===== src/design/aff_pkg.sv =====
// Shared widths, types and helper functions of the affine matrix inverter.
package aff_pkg;

	localparam int COEF_WIDTH = 32;
	localparam int FRAC_BITS  = 16;
	localparam int LANES      = 6;

	// Magnitude of a product or of a difference of two products.
	localparam int PROD_W = 2 * COEF_WIDTH;
	// Linear numerator: coefficient magnitude scaled by 2^(2F).
	localparam int LIN_W  = COEF_WIDTH + 2 * FRAC_BITS;
	// Translation numerator: product difference scaled by 2^F.
	localparam int TRN_W  = PROD_W + FRAC_BITS;
	localparam int NUM_W  = (LIN_W > TRN_W) ? LIN_W : TRN_W;
	// Quotient bits kept; anything at or above 2^QW saturates.
	localparam int QW     = COEF_WIDTH;
	localparam int CMP_W  = ((PROD_W + QW > NUM_W) ? PROD_W + QW : NUM_W) + 1;

	typedef logic signed [COEF_WIDTH-1:0] coef_t;
	typedef logic        [COEF_WIDTH-1:0] cmag_t;
	typedef logic signed [PROD_W-1:0]     prod_t;
	typedef logic signed [PROD_W:0]       wsum_t;
	typedef logic        [PROD_W-1:0]     den_t;
	typedef logic        [NUM_W-1:0]      num_t;
	typedef logic        [QW-1:0]         quo_t;

	typedef num_t  num_vec_t  [LANES];
	typedef coef_t coef_vec_t [LANES];

	typedef struct packed {
		logic singular;
		logic overflow;
	} flags_t;

	localparam coef_t COEF_MAX = {1'b0, {(COEF_WIDTH-1){1'b1}}};
	localparam coef_t COEF_MIN = {1'b1, {(COEF_WIDTH-1){1'b0}}};

	// Magnitude of a two's complement coefficient; the most negative value maps to 2^(W-1).
	function automatic cmag_t coef_mag(input coef_t x);
		cmag_t r;
		r = x[COEF_WIDTH-1] ? cmag_t'(~x + 1'b1) : cmag_t'(x);
		return r;
	endfunction

	// Magnitude of a difference of two products; it always fits PROD_W bits.
	function automatic den_t wide_mag(input wsum_t x);
		logic [PROD_W:0] t;
		t = x[PROD_W] ? (~x + 1'b1) : x;
		return t[PROD_W-1:0];
	endfunction

endpackage


===== src/design/aff_prep.sv =====
// Sign and magnitude split of the six numerators and of the determinant.
module aff_prep (
	input  logic              clk,
	input  logic              arst_n,
	input  logic              en,
	input  logic              valid_s3,
	input  aff_pkg::wsum_t    det_s3,
	input  aff_pkg::wsum_t    nx_s3,
	input  aff_pkg::wsum_t    ny_s3,
	input  aff_pkg::coef_t    a_s3,
	input  aff_pkg::coef_t    b_s3,
	input  aff_pkg::coef_t    c_s3,
	input  aff_pkg::coef_t    d_s3,
	output logic              valid_s4,
	output logic              singular_s4,
	output aff_pkg::den_t     den_s4,
	output aff_pkg::num_vec_t num_s4,
	output logic [aff_pkg::LANES-1:0] neg_s4
);
	import aff_pkg::*;

	num_t             num_c [LANES];
	logic [LANES-1:0] sgn_c;
	logic             dsgn;

	always_comb begin
		dsgn     = det_s3[PROD_W];
		num_c[0] = num_t'(coef_mag(d_s3)) << (2 * FRAC_BITS);
		num_c[1] = num_t'(coef_mag(b_s3)) << (2 * FRAC_BITS);
		num_c[2] = num_t'(coef_mag(c_s3)) << (2 * FRAC_BITS);
		num_c[3] = num_t'(coef_mag(a_s3)) << (2 * FRAC_BITS);
		num_c[4] = num_t'(wide_mag(nx_s3)) << FRAC_BITS;
		num_c[5] = num_t'(wide_mag(ny_s3)) << FRAC_BITS;
		sgn_c[0] = d_s3[COEF_WIDTH-1];
		sgn_c[1] = ~b_s3[COEF_WIDTH-1];
		sgn_c[2] = ~c_s3[COEF_WIDTH-1];
		sgn_c[3] = a_s3[COEF_WIDTH-1];
		sgn_c[4] = nx_s3[PROD_W];
		sgn_c[5] = ny_s3[PROD_W];
	end

	always_ff @(posedge clk or negedge arst_n) begin
		if (!arst_n) begin
			valid_s4 <= 1'b0;
		end else if (en) begin
			valid_s4 <= valid_s3;
		end
	end

	always_ff @(posedge clk) begin
		if (en) begin
			singular_s4 <= (det_s3 == '0);
			den_s4      <= wide_mag(det_s3);
			num_s4      <= num_c;
			neg_s4      <= sgn_c ^ {LANES{dsgn}};
		end
	end

endmodule


===== config.mk =====
export PLATFORM = sky130hd
export DESIGN_NAME = aff_prep
export DESIGN_NICKNAME = d
export VERILOG_FILES = /design/src/design/aff_pkg.sv /design/src/design/aff_prep.sv
export SDC_FILE = /design/constraint.sdc
export NUM_CORES = 1
export LEC_CHECK = 0
export BUFFER_PORTS_ARGS = -buffer_cell sky130_fd_sc_hd__buf_4
export CAP_MARGIN = 20
export CORE_AREA = 2 2 338 340
export DETAILED_ROUTE_END_ITERATION = 16
export DIE_AREA = 0 0 340 342
export PLACE_DENSITY = 0.45
export SETUP_SLACK_MARGIN = 0.02
export SYNTH_ARGS = -nofsm -noshare
export SYNTH_HDL_FRONTEND = slang
export SYNTH_SLANG_ARGS = --single-unit

===== constraint.sdc =====
create_clock -name clk -period 0.9 [get_ports clk]
set_input_delay 0.045 -clock clk [delete_from_list [all_inputs] [get_ports clk]]
set_output_delay 0.045 -clock clk [all_outputs]
set_load 0.01 [all_outputs]

Word-level counts from Yosys, hierarchy flattened
Index checks and enable logic that the tools add are counted.
{"block": "word_totals", "register_bits": 328, "input_bits": 327, "output_inout_bits": 552, "word_cells": 39}
{"block": "op_classes", "addsub": 7, "muxes": 7, "bitwise_logic": 10, "n_reduce_logical": 1}
{"operator": "$add 64x1->64 const B", "count": 3}
{"operator": "$mux 64", "count": 3}
{"operator": "$not 64->64", "count": 3}
{"operator": "$add 32x1->32 const B", "count": 4}
{"operator": "$not 32->32", "count": 4}
{"operator": "$mux 31", "count": 4}
{"operator": "$logic_not 65->1", "count": 1}
{"operator": "$xor 6x6->6", "count": 1}
{"operator": "$not 1->1", "count": 2}

Longest topological paths before layout
{"block": "logic_depth", "ltp_word": 3, "ltp_mapped": 8, "ltp_nobuf": 7}

Worst setup path before layout
OpenSTA, ideal clock, no wires.
{"block": "synth_path", "path_kind": "input-to-reg", "start": "input c_s3[1]", "end": "register num_s4[296] in the netlist's numbering (data pin)", "setup_time_ps": 266, "t_arrival_ps": 1972, "required_time_ps": 634, "slack_ps": -1337, "stages": 8, "n_path_buf": 1, "path_cell_list": "inv_1 ha_1 or3b_2 or3_1 or4_1 buf_2 o41ai_1 xnor2_1"}
{"item": "start, declared", "line_no": "aff_prep.sv:12", "rtl": "input aff_pkg::coef_t c_s3,"}
{"item": "end signal, assigned", "line_no": "aff_prep.sv:54", "rtl": "num_s4 <= num_c;"}
{"item": "end, declared", "line_no": "aff_prep.sv:17", "rtl": "output aff_pkg::num_vec_t num_s4,"}

==> flow_summary_export.csv <==
group,metric,value,unit
status,status,"complete, but fails checks",
status,violations,"negative hold slack, negative setup slack",
sta,slew_viol_final,0,
synthesis,ys_warn_count,0,
pwr,netSwitchingFraction,28.19,%
sta,report.final.setup_viol,610,
routing,drtIter0Drc,692,
critical_path,cpPeakStageDelay,0.60,ns
floorplanning,floorplan.initialDensity,16.34,%
flow_run,maxCapViolations,0,
synthesis,synthesis.instances,1542,
critical_path,crit_path_cell_trace,"buf_6 -> or4_4 -> or3_4 -> or4_4 -> o41ai_4 -> xnor2_1",
min_path,holdCritPathClass,"input port to flip-flop",
sta,max_freq,0.5657,GHz
global_routing,grt_pass1_wl,128.5,mm
floorplanning,die_w,340,um
clock_tree,cts_max_level,2,
cells_and_area,sequential_cell_area,9844,um2
clock_tree,clk-insertion-delay-late,0.59,ns
global_routing,grt_antenna_before_repair,11,
synthesis,synth_area_per_cell,11.98,um2
critical_path,path_depth,6,
cells_and_area,syn_to_final_growth,119.4,%
sta,finalWorstSetupSlack,-0.8677,ns
pwr,max-vdd-ir-drop,0.001376,V
global_routing,grt-ovfl-total,0,
clock_tree,clk_pin_slew_worst_paths,0.06,ns
routing,drtAntennaViolNets,0,
floorplanning,placeableCoreArea,113100,um2
critical_path,cpMostUsedCell,"or4_4",
synthesis,synth_cell_types,44,
clock_tree,clock_sink_count,328,
floorplanning,dieHeight,342,um
place,place_inst,4220,
sta,timing.final.crit_period,1.768,ns
critical_path,regToRegStartpoint,"valid_s4",
critical_path,path_class,"input port to flip-flop",
critical_path,timing.critical_path.arrival,2.11,ns
sta,final.period_utilization,196.4,%
critical_path,required,1.24,ns
pwr,net-switching-power,14360,uW
sta,clock_skew,0,ns
pwr,powerDensity,1256,nW/um2
sta,tightest_slew,0.5993,ns
clock_tree,buffer_cell_driving_the_clock_tree_root,"clkbuf_16",
synthesis,post-synth-top-area-fraction,53.14,%
place,placer_congestion,0.8433,
cells_and_area,layout-drive-gt1-share,57.20,%
routing,route.detailed.drc,0,
cells_and_area,combined_area_of_the_multi_input_logic_cells,11740,um2
routing,routed_wirelength,90.99,mm
cells_and_area,leading_cell_type_in_the_layout_fill_and_taps_excluded,"buf_4",
cells_and_area,fill_cells,11060,
pwr,p_total,50920,uW
critical_path,worst_reg2reg_endpoint,"valid_s4",
floorplanning,floorplan.die_area,116300,um2
place,detailed_place_hpwl,68.97,mm
pwr,power.static_leakage,0.01651,uW
sta,finalHoldWorstSlack,-0.1374,ns
cells_and_area,layout.core_utilization,35.84,%
sta,finalHoldViolCount,9,
routing,drt_pre_antenna_iters,4,
global_routing,grt_start_max_net_pins,34,
synthesis,synth_area_leaders,"edfxtp_1 (53%), xnor2_1 (14%), buf_4 (9.1%)",
sta,unrepaired_setup_endpoints_after_global_routing,"true",
pwr,internal_power,36570,uW
synthesis,ys_async_sr_fraction,0.3049,%
place,port_buffers,654,
critical_path,critPathCapture,"num_s4[299]",
sta,worst_slew_margin_rel,60.05,%
min_path,hold_path.startpoint,"b_s3[28]",
pwr,p_seq_share,38.7,%
critical_path,crit_slowest_cell,"or4_4",
critical_path,timing.critical_path.buf_inv,1,
routing,wl_per_instance,19.18,um
clock_tree,tritoncts.num_buffers,43,
synthesis,yosysSeqAreaShare,53.27,%
global_routing,grt_util_all_layers,14.85,%
floorplanning,pin_count,879,
clock_tree,cts-root-to-sink-buffers,3,
critical_path,cp-end-kind,"flip-flop",
global_routing,first_global_vias,18970,
critical_path,critical_path.startpoint_type,"input port",
critical_path,worst_path_dominant_cell_family,"simple AND/OR/NAND/NOR gates",
pwr,clock_power_share,34.0,%
critical_path,crit_path_start,"c_s3[4]",
critical_path,worstRegToRegCells,1,
cells_and_area,finish.net_count,3531,
pwr,combinationalPowerShare,27.4,%
clock_tree,tritoncts_clock_tree,"yes",
synthesis,syn-cell-area,18480,um2
cells_and_area,stdcell_count,4743,
critical_path,cp_max_fo,5,
critical_path,reg2reg_setup_slack,0.14,ns
sta,totalNegativeSetupSlack,-225.81,ns
cells_and_area,layout.cells.most_common_list,"buf_4 (825), buf_6 (447), dlygate4sd3_1 (330)",
synthesis,synth_edf_count,327,
synthesis,dominantRegCellSynth,"edfxtp_1",
synthesis,synth_seq_cells,328,
synthesis,synthDominantAreaCellType,"edfxtp_1",
floorplanning,rows,124,
routing,route.vias.total,18630,
routing,vias_per_cell,3.928,
## Yosys cell counts, drive strengths merged, types with 4 or more instances
cell / count
nor4: 29
o21ai: 95
o31ai: 86
o41ai: 77
xnor2: 299
nand4: 12
or3: 31
nor2: 19
nand2b: 20
edfxtp: 327
nand2: 85
or2: 11
buf: 229
ha: 7
nand3: 23
nor4b: 5
inv: 18
nor3: 23
or4: 70
xor2: 9
clkbuf: 47
or3b: 4
## area by class of cell
| type | count | area share [%] |
|---|---|---|
| Tap cell | 1512 | 4.667 |
| Clock inverter | 25 | 0.6235 |
| Clock buffer | 50 | 2.719 |
| Timing Repair Buffer | 1661 | 38.45 |
| Inverter | 18 | 0.2716 |
| Antenna cell | 4 | 0.02469 |
| Multi-Input combinational cell | 1145 | 28.96 |
| Sequential cell | 328 | 24.28 |
## flip-flops by register name, summed over array words and instances (netlist names)
| signal | flops |
|---|---|
| num_s4 | 256 |
| den_s4 | 64 |
| neg_s4 | 6 |
| singular_s4 | 1 |
| valid_s4 | 1 |
## worst min-delay path, delay by kind of cell
kind	cells	cell delay (ns)
simple gates	2	0.17
buf+inv	1	0.09
## metrics by stage
| stage | area [um2] | setup WS, ns |
|---|---|---|
| 2_1_floorplan | 21040 | -1.336 |
| 3_3_place_gp | 30360 | -1.565 |
| 3_5_place_dp | 30360 | -1.564 |
| 4_1_cts | 39050 | -0.8550 |
| 5_1_grt | 40540 | -0.8580 |
| 6_report | 40540 | -0.8677 |
## timing repair
action / 4_1_cts / 5_1_grt
pin swaps: 159 / 153
gates cloned: 4 / 0
setup buffers: 57 / 57
endpoints found under the setup margin: 592 / 917
hold endpoints to repair: 374 / 37
hold buffers: 330 / 22
gates resized for setup: 712 / 223
## power by group through the flow
stage | Clock [uW] | Combinational, uW | Sequential (uW)
2_1_floorplan | 0 | 3520 | 20400
3_3_place_gp | 0 | 10800 | 19800
3_5_place_dp | 0 | 10800 | 19800
4_1_cts | 18000 | 13500 | 19700
5_1_grt | 18500 | 14800 | 19800
6_report | 17300 | 13900 | 19700
## layer usage
| layer | global-route usage, % | routed length (um) | vias up |
|---|---|---|---|
| met5 | 0 | 41 | - |
| met4 | 3.632 | 2152 | 6 |
| met3 | 3.501 | 6184 | 113 |
| met2 | 26.39 | 46190 | 676 |
| met1 | 17.97 | 36420 | 9087 |
| li1 | - | - | 8750 |
## logic make-up after synthesis
group | synth area share, %
AND/OR/NAND/NOR | 10.98
flip-flops | 53.27
XOR/XNOR | 14.60
buffers and inverters | 10.57
AO/OA/AOI/OAI | 10.02
adder cells (fa/ha/maj) | 0.4739
other | 0.02029
multiplexers | 0.06093
## how the worst min path moves through the flow
stage	to	slack, ns	cells past startpoint
after detailed placement	valid_s4	-0.14	1
after floorplan	valid_s4	-0.25	0
after CTS	num_s4[298]	-0.19	3
final	num_s4[383]	-0.14	3
after global placement	valid_s4	-0.14	1
after global routing	num_s4[383]	-0.17	3
(Power assumes the default switching activity.)
